--- src/hdl/fwd_pkg.sv ---
`default_nettype none
package fwd_pkg;

	localparam int DEPTH_DEF      = 16;
	localparam int DATA_WIDTH_DEF = 32;
	localparam int VALUE_W        = 32;
	localparam int FILL_W         = 5;

	localparam logic [1:0] ACT_ENQ = 2'd0;
	localparam logic [1:0] ACT_DEQ = 2'd1;
	localparam logic [1:0] ACT_DEL = 2'd2;

	// broadcast controls from the top level to every cell
	typedef struct packed {
		logic cmp;
		logic deq;
		logic del;
		logic enq;
	} fwd_ctrl_t;

endpackage
`default_nettype wire

--- src/hdl/fifo_with_delete_by_value_top.sv ---
// Ordered queue of up to DEPTH nonzero words held in a row of cells, front in
// cell 0. Enqueue writes the cell at the fill count, dequeue shifts every cell
// one place towards the front, and delete shifts only the cells from the first
// matching entry backwards. Enqueue and dequeue finish in the idle state;
// delete first registers the compare in every cell, then in S_DEL lets the
// found signal ripple down the row and shift. Each transaction returns one
// result through an output register, and a new transaction is taken in the
// cycle its predecessor's result is taken. Zero values for enqueue or delete,
// enqueue into a full queue, dequeue from an empty one, unused actions and
// unmatched deletes are refused and leave the queue unchanged.
`default_nettype none
module fifo_with_delete_by_value_top #(
	parameter int DEPTH      = fwd_pkg::DEPTH_DEF,
	parameter int DATA_WIDTH = fwd_pkg::DATA_WIDTH_DEF
) (
	input  wire logic                         clk,
	input  wire logic                         arst_n,
	input  wire logic                         in_valid,
	output logic                              in_ready,
	input  wire logic [1:0]                   action,
	input  wire logic [fwd_pkg::VALUE_W-1:0]  value_in,
	output logic                              out_valid,
	input  wire logic                         out_ready,
	output logic                              status,
	output logic [fwd_pkg::VALUE_W-1:0]       value_out,
	output logic [fwd_pkg::FILL_W-1:0]        fill_count
);
	import fwd_pkg::*;

	localparam int CNT_W = $clog2(DEPTH + 1);

	typedef enum logic {
		S_IDLE,
		S_DEL
	} state_t;

	state_t                 state_q;
	logic [CNT_W-1:0]       count_q;
	logic                   out_valid_q;
	logic                   status_q;
	logic [VALUE_W-1:0]     value_out_q;
	logic [FILL_W-1:0]      fill_q;

	logic [DATA_WIDTH-1:0]  val;
	logic                   val_nz;
	logic                   is_full;
	logic                   is_empty;
	logic                   accept;
	logic                   ok_now;
	logic                   go_del;
	logic                   found;
	logic [CNT_W-1:0]       count_nx;
	fwd_ctrl_t              ctrl;

	logic [DATA_WIDTH-1:0]  cell_data [DEPTH];
	logic [DEPTH:0]         found_chain;

	assign val      = DATA_WIDTH'(value_in);
	assign val_nz   = val != '0;
	assign is_full  = count_q == CNT_W'(DEPTH);
	assign is_empty = count_q == '0;
	assign in_ready = (state_q == S_IDLE) && (!out_valid_q || out_ready);
	assign accept   = in_valid && in_ready;
	assign found    = found_chain[DEPTH];

	assign found_chain[0] = 1'b0;

	for (genvar i = 0; i < DEPTH; i++) begin : g_cell
		logic [DATA_WIDTH-1:0] nxt;
		if (i == DEPTH - 1) begin : g_last
			assign nxt = '0;
		end else begin : g_mid
			assign nxt = cell_data[i+1];
		end
		fwd_cell #(
			.DATA_WIDTH(DATA_WIDTH),
			.CNT_W     (CNT_W),
			.IDX       (i)
		) u_cell (
			.clk      (clk),
			.ctrl     (ctrl),
			.count    (count_q),
			.value    (val),
			.next_data(nxt),
			.found_in (found_chain[i]),
			.found_out(found_chain[i+1]),
			.data     (cell_data[i])
		);
	end

	always_comb begin
		ctrl   = '0;
		ok_now = 1'b0;
		go_del = 1'b0;
		case (action)
			ACT_ENQ: begin
				ok_now   = val_nz && !is_full;
				ctrl.enq = accept && ok_now;
			end
			ACT_DEQ: begin
				ok_now   = !is_empty;
				ctrl.deq = accept && ok_now;
			end
			ACT_DEL: begin
				go_del   = val_nz;
				ctrl.cmp = accept && val_nz;
			end
			default: begin
				ok_now = 1'b0;
			end
		endcase
		ctrl.del = state_q == S_DEL;

		count_nx = count_q;
		if (ctrl.enq) begin
			count_nx = count_q + 1'b1;
		end else if (ctrl.deq || (ctrl.del && found)) begin
			count_nx = count_q - 1'b1;
		end
	end

	always_ff @(posedge clk or negedge arst_n) begin
		if (!arst_n) begin
			state_q     <= S_IDLE;
			count_q     <= '0;
			out_valid_q <= 1'b0;
			status_q    <= 1'b0;
			value_out_q <= '0;
			fill_q      <= '0;
		end else begin
			count_q <= count_nx;
			case (state_q)
				S_IDLE: begin
					if (accept && go_del) begin
						state_q     <= S_DEL;
						out_valid_q <= 1'b0;
					end else if (accept) begin
						out_valid_q <= 1'b1;
						status_q    <= !ok_now;
						value_out_q <= ctrl.deq ? VALUE_W'(cell_data[0]) : '0;
						fill_q      <= FILL_W'(count_nx);
					end else if (out_ready) begin
						out_valid_q <= 1'b0;
					end
				end
				S_DEL: begin
					state_q     <= S_IDLE;
					out_valid_q <= 1'b1;
					status_q    <= !found;
					value_out_q <= '0;
					fill_q      <= FILL_W'(count_nx);
				end
				default: begin
					state_q <= S_IDLE;
				end
			endcase
		end
	end

	assign out_valid  = out_valid_q;
	assign status     = status_q;
	assign value_out  = value_out_q;
	assign fill_count = fill_q;

endmodule
`default_nettype wire

--- src/hdl/fwd_cell.sv ---
`default_nettype none
module fwd_cell #(
	parameter int DATA_WIDTH = 32,
	parameter int CNT_W      = 5,
	parameter int IDX        = 0
) (
	input  wire logic                  clk,
	input  wire fwd_pkg::fwd_ctrl_t    ctrl,
	input  wire logic [CNT_W-1:0]      count,
	input  wire logic [DATA_WIDTH-1:0] value,
	input  wire logic [DATA_WIDTH-1:0] next_data,
	input  wire logic                  found_in,
	output logic                       found_out,
	output logic [DATA_WIDTH-1:0]      data
);
	import fwd_pkg::*;

	logic [DATA_WIDTH-1:0] data_q;
	logic                  match_q;
	logic                  occupied;

	assign occupied  = CNT_W'(IDX) < count;
	assign found_out = found_in | match_q;
	assign data      = data_q;

	always_ff @(posedge clk) begin
		if (ctrl.cmp) begin
			match_q <= occupied && (data_q == value);
		end
		if (ctrl.deq) begin
			data_q <= next_data;
		end else if (ctrl.del && found_out) begin
			data_q <= next_data;
		end else if (ctrl.enq && (count == CNT_W'(IDX))) begin
			data_q <= value;
		end
	end

endmodule
`default_nettype wire

--- config.mk ---
export PLATFORM = sky130hd
export DESIGN_NAME = fifo_with_delete_by_value_top
export DESIGN_NICKNAME = d
export VERILOG_FILES = /design/src/hdl/fwd_pkg.sv /design/src/hdl/fifo_with_delete_by_value_top.sv /design/src/hdl/fwd_cell.sv
export SDC_FILE = /design/constraint.sdc
export NUM_CORES = 1
export LEC_CHECK = 0
export BUFFER_PORTS_ARGS = -buffer_cell sky130_fd_sc_hd__buf_2
export CAP_MARGIN = 0
export CORE_UTILIZATION = 54
export DETAILED_ROUTE_END_ITERATION = 12
export GPL_TIMING_DRIVEN = 1
export PLACE_DENSITY = 0.7
export SYNTH_ARGS = -nofsm -noshare
export SYNTH_HDL_FRONTEND = slang
export SYNTH_SLANG_ARGS = --single-unit
--- constraint.sdc ---
create_clock -name clk -period 7.3 [get_ports clk]
set_input_delay 1.46 -clock clk [delete_from_list [all_inputs] [get_ports clk]]
set_output_delay 1.46 -clock clk [all_outputs]
set_load 0.01 [all_outputs]
# ---- Word-level counts from Yosys, hierarchy flattened
# Cells that the tools add are included.
dict set report totals {
  output_inout_bits 40
  elab_cells 259
  regBits 573
  in_bits 38
}
dict set report op_classes {
  eq_ne 37
  magnitude_cmp 16
  muxes 68
  bitwise 16
  add_sub_neg 2
  n_reduce_logical 82
}
# cell n
set ops {}
lappend ops {{two-way mux 32 bit} 48}
lappend ops {{equality test 32 bit} 16}
lappend ops {{case mux 32 bit (2 select lines)} 1}
lappend ops {{logical AND 1 bit} 55}
lappend ops {{nonzero test 3 bit} 15}
lappend ops {{equality test 5 x 4 -> 1 bit, second input constant} 8}
lappend ops {{less-than comparator 4 x 5 -> 1 bit, first input constant} 8}
lappend ops {{nonzero test 32 bit} 1}
lappend ops {{equality test 5 x 3 -> 1 bit, second input constant} 4}
lappend ops {{less-than comparator 3 x 5 -> 1 bit, first input constant} 4}
lappend ops {{two-way mux 5 bit} 4}
lappend ops {{OR 1 bit} 15}
lappend ops {{equality test 5 x 2 -> 1 bit, second input constant} 2}
lappend ops {{less-than comparator 1 x 5 -> 1 bit, first input constant} 2}
lappend ops {{less-than comparator 2 x 5 -> 1 bit, first input constant} 2}
lappend ops {{two-way mux 1 bit} 10}
lappend ops {{case mux 5 bit (2 select lines)} 1}
lappend ops {{case mux 1 bit (2 select lines)} 4}
lappend ops {{adder 5 x 1 -> 5 bit, second input constant} 1}
lappend ops {{equality test 5 x 1 -> 1 bit, second input constant} 1}
lappend ops {{equality test 5 bit, second input constant} 1}
lappend ops {{logical NOT 1 bit} 5}
lappend ops {{logical NOT 5 bit} 1}
lappend ops {{subtractor 5 x 1 -> 5 bit, second input constant} 1}
lappend ops {{other kinds (9)} 11}

# ---- Depth between registers and ports, before layout
# Gate-level depths: netlist of run 1.
dict set report logic_depth {
  word_depth 22
  mapped_depth 12
  ltp_nobuf 7
}

# ---- By module
# From an unflattened synthesis of run 1, not the netlist that was laid out.
dict set report unflattened {
  hier_cells 2041
  area_unflattened_um2 30524.3
}
# module area_each_um2 cells_each n_inst seq_area_each_um2
set by_module_without_submodules {}
lappend by_module_without_submodules {{fwd_cell at g_cell[10].u_cell ...} 1788.0 117 2 991.0}
lappend by_module_without_submodules {{fwd_cell at g_cell[2].u_cell ...} 1783.0 116 2 991.0}
lappend by_module_without_submodules {{fwd_cell at g_cell[1].u_cell ...} 1775.5 117 2 991.0}
lappend by_module_without_submodules {fifo_with_delete_by_value_top 2016.9 168 1 1126.1}
lappend by_module_without_submodules {{fwd_cell at g_cell[8].u_cell} 1786.7 118 1 991.0}
lappend by_module_without_submodules {{fwd_cell at g_cell[12].u_cell} 1785.5 119 1 991.0}
lappend by_module_without_submodules {{fwd_cell at g_cell[14].u_cell} 1785.5 118 1 991.0}
lappend by_module_without_submodules {{fwd_cell at g_cell[11].u_cell} 1784.2 118 1 991.0}
lappend by_module_without_submodules {{fwd_cell at g_cell[5].u_cell} 1784.2 117 1 991.0}
lappend by_module_without_submodules {{fwd_cell at g_cell[9].u_cell} 1780.5 117 1 991.0}
lappend by_module_without_submodules {{fwd_cell at g_cell[13].u_cell} 1778.0 116 1 991.0}
lappend by_module_without_submodules {{fwd_cell at g_cell[15].u_cell} 1778.0 117 1 991.0}
lappend by_module_without_submodules {{fwd_cell at g_cell[0].u_cell} 1776.7 117 1 991.0}
lappend by_module_without_submodules {{fwd_cell at g_cell[7].u_cell} 1775.5 116 1 991.0}

# ---- Worst setup path before layout of run 1
# No wires, ideal clock.
dict set report synth_path {
  path_kind {in2reg}
  from {input value_in[27] (netlist name)}
  to {register g_cell[0].u_cell.data_q[0] (enable)}
  required_ns 6.830
  setup_ns 0.470
  path_slack_ns 1.806
  t_arrival_ns 5.024
  n_path_buf 2
  path_stages 7
  path_cell_list {clkbuf_1 > nor4_1 > nand4_1 > o2111ai_1 > buf_2 > or2_2 > o31ai_1}
}
dict set report synth_between {
  elab_chain_len 6
}
# element line_no
set synth_lines {}
lappend synth_lines {{start: declaration} fifo_with_delete_by_value_top.sv:21} ;# input wire logic [fwd_pkg::VALUE_W-1:0] value_in,
lappend synth_lines {{nonzero test 32 bit} fifo_with_delete_by_value_top.sv:59} ;# assign val_nz = val != '0;
lappend synth_lines {{logical AND 1 bit} fifo_with_delete_by_value_top.sv:97} ;# ok_now = val_nz && !is_full;
lappend synth_lines {{logical AND 1 bit} fifo_with_delete_by_value_top.sv:98} ;# ctrl.enq = accept && ok_now;
lappend synth_lines {{two-way mux 1 bit} fifo_with_delete_by_value_top.sv:95} ;# case (action)
lappend synth_lines {{logical AND 1 bit} fwd_cell.sv:34} ;# end else if (ctrl.enq && (count == CNT_W'(IDX))) begin
lappend synth_lines {{nonzero test 3 bit (no line)} n/a}
lappend synth_lines {{end signal: assignment} fwd_cell.sv:31} ;# data_q <= next_data;
lappend synth_lines {{end signal: assignment} fwd_cell.sv:33} ;# data_q <= next_data;
lappend synth_lines {{end signal: assignment} fwd_cell.sv:35} ;# data_q <= value;
lappend synth_lines {{end: declaration} fwd_cell.sv:18} ;# logic [DATA_WIDTH-1:0] data_q;
# No other way between the ends.
# A chain may end at the register's enable or synchronous reset.

# ---- Final worst setup path of run 1
dict set report layout_path {
  from {register count_q[1]}
  to {register g_cell[7].u_cell.data_q[28] (enable)}
}
dict set report layout_between {
  elab_chain_len 7
  word_cells_on_any_way 12
  classes_between {2 x eq/ne; 2 x mux; 8 x reduce/logical}
}
# element line_no
set layout_lines {}
lappend layout_lines {{start: declaration} fifo_with_delete_by_value_top.sv:38} ;# logic [CNT_W-1:0] count_q;
lappend layout_lines {{start signal: assignment} fifo_with_delete_by_value_top.sv:131} ;# count_q <= count_nx;
lappend layout_lines {{equality test 5 bit} fifo_with_delete_by_value_top.sv:60} ;# assign is_full = count_q == CNT_W'(DEPTH);
lappend layout_lines {{logical NOT 1 bit} fifo_with_delete_by_value_top.sv:97}
lappend layout_lines {{logical AND 1 bit} fifo_with_delete_by_value_top.sv:97}
lappend layout_lines {{logical AND 1 bit} fifo_with_delete_by_value_top.sv:98}
lappend layout_lines {{two-way mux 1 bit} fifo_with_delete_by_value_top.sv:95}
lappend layout_lines {{logical AND 1 bit} fwd_cell.sv:34}
lappend layout_lines {{nonzero test 3 bit (no line) (*)} n/a}
lappend layout_lines {{end signal: assignment} fwd_cell.sv:31}
lappend layout_lines {{end signal: assignment} fwd_cell.sv:33}
lappend layout_lines {{end signal: assignment} fwd_cell.sv:35}
lappend layout_lines {{end: declaration} fwd_cell.sv:18}
# Mark *: on every way between the ends. The rest lies on a longest branch, timed or not.

==> impl_metrics.env, run 1 <==
export IMPL_cpMaxStageDelayCell="a21o_1"
export IMPL_synth_seq_cells=573
export IMPL_avgSynthCellArea_sq_um=13.1
export IMPL_die_h_um=238
export IMPL_worstPathArrival_ps=4670
export IMPL_placed_area_sq_mm=0.0312
export IMPL_rrSetupSlack_ps=2910
export IMPL_reg2regPathDepth=10
export IMPL_wl_mm=81.6
export IMPL_grt_pass1_vias=19173
export IMPL_gp_congestion=0.869
export IMPL_grt_overflow=0
export IMPL_dp_slack_ps=2330
export IMPL_vdd_ir_drop_max_v=0.000224
export IMPL_cts_hold_buffers=0
export IMPL_path_max_fanout=37
export IMPL_whs_path_depth=2
export IMPL_synth_cell_types=47
export IMPL_cts_buffers=60
export IMPL_tns_ps=0
export IMPL_cp_start_kind="flip-flop"
export IMPL_firstDrtPassIters=5
export IMPL_syn_area_sq_mm=0.0301
export IMPL_yosysWarningCount=0
export IMPL_worst_pin_slew_ps=1340
export IMPL_rows=86
export IMPL_synth_seq_area_share_pct=55.4
export IMPL_clk_pin_slew_ps=60
export IMPL_cts_resized=0
export IMPL_io_buffers=77
export IMPL_maxCapViolCount=0
export IMPL_synth_fp_nets=2330
export IMPL_die_w_um=238
export IMPL_max_slew_margin_pct=10.8
export IMPL_cpMostUsedCell="buf_4"
export IMPL_period_minus_slack_ps=4390
export IMPL_core_sq_mm=0.0551
export IMPL_hold_end="g_cell[15].u_cell.data[21]"
export IMPL_fill_cells=4340
export IMPL_drt_initial_drc_count=1750
export IMPL_leakagePower_nw=11.4
export IMPL_clock_fmax_ghz=0.228
export IMPL_synth_top_area_share_pct=49.5
export IMPL_ys_top_cells_by_area="edfxtp_1, mux2_2, xnor2_1, xor2_1, dfrtp_1"
export IMPL_routed_via_density=5.98
export IMPL_ant_nets=0
export IMPL_die_area_sq_mm=0.0566
export IMPL_hold_viol_final=0
export IMPL_track_usage_pct=29.0
export IMPL_hp_start="g_cell[15].u_cell.data[21]"
export IMPL_worst_slack_ps=2910
export IMPL_cts_buffer_depth=3
export IMPL_critPathCaptureType="flip-flop"
export IMPL_reg2reg_from="count_q[1]"
export IMPL_worstPathRequired_ps=7580
export IMPL_rsz0062_at_grt="no"
export IMPL_route_detailed_drc=0
export IMPL_critPathMaxStageDelay_ps=930
export IMPL_worstSkewPairLatency_ps=650
export IMPL_fin_skew_ps=34.9
export IMPL_cts_setup_buffers=0
export IMPL_io_pins=78
export IMPL_setup_viol=0
export IMPL_grt_max_degree=46
export IMPL_final_common_cell="edfxtp_1"
export IMPL_area_growth_pct=10.2
export IMPL_syn_inst=2287
export IMPL_status="complete, no violations"
export IMPL_insertedDiodeCount=0
export IMPL_synth_flop_cell="edfxtp_1"
export IMPL_async_flop_share_pct=7.85
export IMPL_yosysTopAreaCell="edfxtp_1"
export IMPL_setup_worst_path_class="reg2reg"
export IMPL_layout_common_cells="edfxtp_1, mux2_2, xnor2_1, xor2_1, nand2_1"
export IMPL_fin_crit_sh_pct=60.2
export IMPL_final_nets=2334
export IMPL_power_density_mw_per_mm2=269
export IMPL_synth_edf_count=496
export IMPL_clock_sinks=573
export IMPL_clockRootBuffer="clkbuf_16"
export IMPL_drive_above_1_share_pct=30.4
export IMPL_antenna_found_initial=1
export IMPL_dp_hpwl_mm=56.2
export IMPL_fin_area_sq_mm=0.0331
export IMPL_path_cells="inv_1 -> ha_1 -> a31oi_1 -> and2_1 -> buf_4 -> nand2b_1 -> buf_4 -> a21o_1 -> o21bai_2 -> buf_4"
export IMPL_initial_core_util_pct=54.6
export IMPL_wl_per_cell_um=26.4
export IMPL_grt_pass1_wl_mm=122
export IMPL_rr_endpoint="g_cell[7].u_cell.data[28]"
export IMPL_worstHoldPathType="reg2reg"
export IMPL_via_count=18464
export IMPL_htree_levels=2
export IMPL_cts_tree="done"
export IMPL_utilization_pct=60.1
export IMPL_slew_viol_final=0
metal layers:
metal | share of wire (%) | vias up | track usage [%]
li1 | - | 8300 | -
met1 | 42 | 9359 | 38.6
met2 | 48 | 636 | 48.0
met3 | 6.4 | 169 | 4.30
met4 | 3.7 | 0 | 11.3
met5 | 0 | - | 0
cell usage after synthesis (all sizes together), types with 5 or more instances:
master and count:
nor3 16, nor2 11, a21o 8, nand2b 6, a21oi 35, dfxtp 32
o21ai 9, mux2 450, nand3 15, a2111oi 6, nor4 81, dfrtp 45
o211ai 6, inv 13, or4 7, clkbuf 143, xnor2 259, edfxtp 496
xor2 252, nand2 178, ha 5, nand4 75, a22o 33, buf 65
worst max-delay path, delay by kind of cell, from the launching register on:
| kind | cells | cell delay [ps] |
|---|---|---|
| AO/OA/AOI/OAI | 3 | 1430 |
| adder cells (fa/ha/maj) | 1 | 300 |
| buffers and inverters | 4 | 1320 |
| flip-flops | 1 | 610 |
| AND/OR/NAND/NOR | 2 | 310 |
cell type report:
class | count | area [sq um] | share of cell area (%)
Clock inverter | 36 | 287 | 0.865
Sequential cell | 573 | 16700 | 50.3
Tap cell | 748 | 936 | 2.83
Clock buffer | 76 | 1650 | 4.99
Inverter | 13 | 48.8 | 0.147
Multi-Input combinational cell | 1493 | 12600 | 38.1
Timing Repair Buffer | 150 | 933 | 2.82
logic make-up (layout without fill, tap and decap cells):
| group | count (synthesis) | count (layout) | synth area share, % |
|---|---|---|---|
| mux | 450 | 450 | 16.9 |
| simple gates | 404 | 404 | 6.78 |
| fa+ha+maj | 5 | 5 | 0.208 |
| xor+xnor | 511 | 511 | 14.9 |
| buf+inv | 221 | 275 | 2.86 |
| flops | 573 | 573 | 55.4 |
| compound gates | 123 | 123 | 2.98 |
power by group:
group	switching, mW	leakage (nW)	internal, mW	total, mW
Sequential	0.281	5.46	4.00	4.28
Clock	1.33	0.964	1.71	3.05
Combinational	0.925	4.98	0.668	1.59
Total	2.54	11.4	6.38	8.92
sequential cells by signal, indices dropped and copies added (netlist names):
| register | flops |
|---|---|
| count_q | 5 |
| fill_count | 5 |
| g_cell.u_cell.data | 512 |
| g_cell.u_cell.match_q | 16 |
| out_valid | 1 |
| state_q | 1 |
| status | 1 |
| value_out | 32 |
worst max-delay path by stage:
stage	from	end	cells after the start
after floorplan	value_in[27]	g_cell[0].u_cell.data[0]	7
after global placement	out_ready	g_cell[7].u_cell.data[2]	10
after detailed placement	out_ready	g_cell[7].u_cell.data[3]	10
after CTS	count_q[1]	g_cell[7].u_cell.data[28]	10
after global routing	count_q[1]	g_cell[7].u_cell.data[28]	10
final	count_q[1]	g_cell[7].u_cell.data[28]	10
metrics by stage:
stage                     power (mW)  cells  hold slack [ps]
after global placement          5.89   2977              467
final                           8.92   3089              484
after floorplan                 5.35   2287              457
after global routing            9.20   3089              505
after detailed placement        5.91   2977              474
after CTS                       8.93   3089              486
Note: power is estimated with default switching activity, not from simulation.
==> inputs of run 2 (changes only) <==
--- a/config.mk
+++ b/config.mk
@@ -5,6 +5,7 @@
 export SDC_FILE = /design/constraint.sdc
 export NUM_CORES = 1
 export LEC_CHECK = 0
+export ABC_AREA = 1
 export BUFFER_PORTS_ARGS = -buffer_cell sky130_fd_sc_hd__buf_2
 export CAP_MARGIN = 0
 export CORE_UTILIZATION = 54
==> constraint.sdc (replaced) <==
create_clock -name clk -period 4.3 [get_ports clk]
set_input_delay 0.86 -clock clk [delete_from_list [all_inputs] [get_ports clk]]
set_output_delay 0.86 -clock clk [all_outputs]
set_load 0.01 [all_outputs]
==> run 2 against run 1 <==
Compared with the run above: via count is 51% higher; combinational power is 130% higher; register-to-register slack lost 2100 ps; setup slack got worse by 2100 ps; utilization increased by 0.15 points; die area increased by 5.2%; final area rose by 5.2%; sequential share of layout area is 2.5 points lower; highest routed layer is now met5; clock skew grew 1.9 ps; sequential power increased by 81%.
==> impl_metrics.env, run 2 <==
export IMPL_status="complete, no violations"
export IMPL_clk_pin_slew_ps=60
export IMPL_die_area_sq_mm=0.0596
export IMPL_yosysTopAreaCell="edfxtp_1"
export IMPL_worst_pin_slew_ps=1300
export IMPL_rrSetupSlack_ps=800
export IMPL_final_nets=3688
export IMPL_drive_above_1_share_pct=10.8
export IMPL_track_usage_pct=41.4
export IMPL_maxCapViolCount=0
export IMPL_max_slew_margin_pct=13.1
export IMPL_cts_buffer_depth=3
export IMPL_worstPathArrival_ps=3780
export IMPL_largest_reg_flops=512
export IMPL_leakagePower_nw=13.9
export IMPL_clockRootBuffer="clkbuf_16"
export IMPL_gp_congestion=1.06
export IMPL_initial_core_util_pct=54.7
export IMPL_clock_fmax_ghz=0.286
export IMPL_worstPathRequired_ps=4580
export IMPL_yosysWarningCount=0
export IMPL_fill_cells=5044
export IMPL_avgSynthCellArea_sq_um=8.68
export IMPL_route_detailed_drc=0
export IMPL_synth_most_common_cell="nand2_1"
export IMPL_synth_top_area_share_pct=47.1
export IMPL_synth_fp_nets=3688
export IMPL_rsz0062_at_grt="no"
export IMPL_ant_nets=0
export IMPL_synth_flop_cell="edfxtp_1"
export IMPL_area_growth_pct=10.1
export IMPL_fin_skew_ps=36.8
export IMPL_hold_viol_final=0
export IMPL_worstHoldPathType="in2async"
export IMPL_synth_cell_types=50
export IMPL_rows=88
export IMPL_die_h_um=244
export IMPL_grt_max_degree=128
export IMPL_firstDrtPassIters=7
export IMPL_utilization_pct=60.3
export IMPL_layout_common_cells="nand2_1, edfxtp_1, inv_1, o21ai_0, nor2_1"
export IMPL_grt_overflow=0
export IMPL_path_max_fanout=65
export IMPL_syn_area_sq_mm=0.0316
export IMPL_clock_sinks=573
export IMPL_tns_ps=0
export IMPL_period_minus_slack_ps=3500
export IMPL_dp_hpwl_mm=83.4
export IMPL_fin_crit_sh_pct=81.3
export IMPL_io_pins=78
export IMPL_cp_startpoint="count_q[0]"
export IMPL_vdd_ir_drop_max_v=0.000357
export IMPL_critPathCaptureType="flip-flop"
export IMPL_slew_viol_final=0
export IMPL_cts_setup_buffers=0
export IMPL_htree_levels=2
export IMPL_cts_resized=0
export IMPL_reg2regPathDepth=13
export IMPL_cts_hold_buffers=0
export IMPL_endpoint="g_cell[8].u_cell.data[16]"
export IMPL_worstSkewPairLatency_ps=660
export IMPL_final_common_cell="nand2_1"
export IMPL_synth_seq_area_share_pct=52.7
export IMPL_drt_initial_drc_count=4524
export IMPL_setup_worst_path_class="reg2reg"
export IMPL_reg2reg_from="count_q[0]"
export IMPL_wl_per_cell_um=27.9
export IMPL_synthTopCellsByCount="nand2_1, edfxtp_1, inv_1"
export IMPL_rr_endpoint="g_cell[8].u_cell.data[16]"
export IMPL_cts_tree="done"
export IMPL_antenna_found_initial=6
export IMPL_async_flop_share_pct=7.85
export IMPL_synth_seq_cells=573
export IMPL_power_density_mw_per_mm2=482
export IMPL_cts_buffers=61
export IMPL_synth_edf_count=496
export IMPL_die_w_um=244
export IMPL_routed_via_density=6.25
export IMPL_wl_mm=124
export IMPL_setup_viol=0
export IMPL_grt_pass1_vias=25533
export IMPL_via_count=27904
export IMPL_cp_start_kind="flip-flop"
export IMPL_core_sq_mm=0.0578
export IMPL_syn_inst=3645
export IMPL_grt_pass1_wl_mm=176
export IMPL_io_buffers=77
export IMPL_ys_top_cells_by_area="edfxtp_1, nand2_1, o21ai_0, inv_1, xnor2_1"
## run 2: cell types whose count changed in the layout (fill, tap and decap cells not counted), moves of 46 or more
cell | before | now
buf_4 | 73 | 130
o22ai_1 | 2 | 121
mux2_2 | 450 | 0
nand3_1 | 15 | 121
o21ai_0 | 8 | 368
a21oi_1 | 34 | 103
or2_2 | 2 | 62
xor2_1 | 252 | 66
nor2_1 | 10 | 182
nor4_1 | 80 | 34
inv_1 | 13 | 412
xnor2_1 | 259 | 131
nand2_1 | 178 | 920
## run 2: cell families (layout without fill, tap and decap cells)
| kind of cell | after synthesis | count (layout) | synth area share [%] |
|---|---|---|---|
| buffers and inverters | 697 | 748 | 9.12 |
| adder cells (fa/ha/maj) | 5 | 5 | 0.198 |
| AND/OR/NAND/NOR | 1439 | 1439 | 19.4 |
| other | 0 | 1 | 0 |
| AO/OA/AOI/OAI | 734 | 734 | 13.2 |
| flip-flops | 573 | 573 | 52.7 |
| XOR/XNOR | 197 | 197 | 5.45 |
## run 2: how the worst min path moves through the flow
| stage | to | from | slack (ps) | depth (start not counted) |
|---|---|---|---|---|
| floorplan | g_cell[15].u_cell.data[11] | g_cell[15].u_cell.data[11] | 440 | 2 |
| global placement | value_out[17] | value_out[17] | 450 | 2 |
| detailed placement | value_out[12] | value_out[12] | 450 | 2 |
| CTS | value_out[13] | arst_n | 420 | 1 |
| global route | value_out[3] | arst_n | 470 | 1 |
| finish | value_out[13] | arst_n | 400 | 1 |
## run 2: cell type report
| type | instances | area, sq um | area share, % |
|---|---|---|---|
| repair buffers | 209 | 1400 | 4.02 |
| multi-input cells | 2375 | 12200 | 35.0 |
| clock inverters | 27 | 228 | 0.654 |
| well taps | 765 | 957 | 2.75 |
| clock buffers | 87 | 1800 | 5.16 |
| diodes | 1 | 2.50 | 0.00718 |
| flip-flops and latches | 573 | 16700 | 47.8 |
| inverters | 425 | 1600 | 4.58 |
## run 2: per-layer routing
metal  share of wire (%)  track usage, %  routed length, um  vias up
li1                    -               -                  -    12221
met3                  16            11.7              19400      521
met5              0.0056               0                  7        -
met2                  41            60.0              51500     2253
met1                  35            54.6              44000    12907
met4                 7.6            26.3               9440        2
## run 2: metrics by stage
step	worst slack [ps]	instances	hold WS (ps)	cell area (sq um)	power [mW]
finish	804	4462	404	34800	16.8
global route	600	4461	472	34800	17.3
CTS	848	4461	425	34800	16.6
detailed placement	890	4347	454	32800	11.3
global placement	958	4347	450	32800	11.3
floorplan	-449	3645	445	31600	9.88
## run 2: report_power, final
part | switching (mW) | internal, mW | total [mW]
registers | 0.681 | 7.05 | 7.73
clock network | 2.29 | 3.13 | 5.42
logic | 2.57 | 1.06 | 3.63
total | 5.54 | 11.2 | 16.8
## run 2: worst max-delay path, cell delays in order (launching register included)
cell     delay (ps)
dfrtp_1         560
inv_2           180
ha_1            260
inv_1           190
nor2_4           70
nand2_1         150
nand2_2          90
inv_2            70
nand2_4         230
nand4_4         210
buf_4           460
inv_1           150
o31ai_4          80
buf_4           390
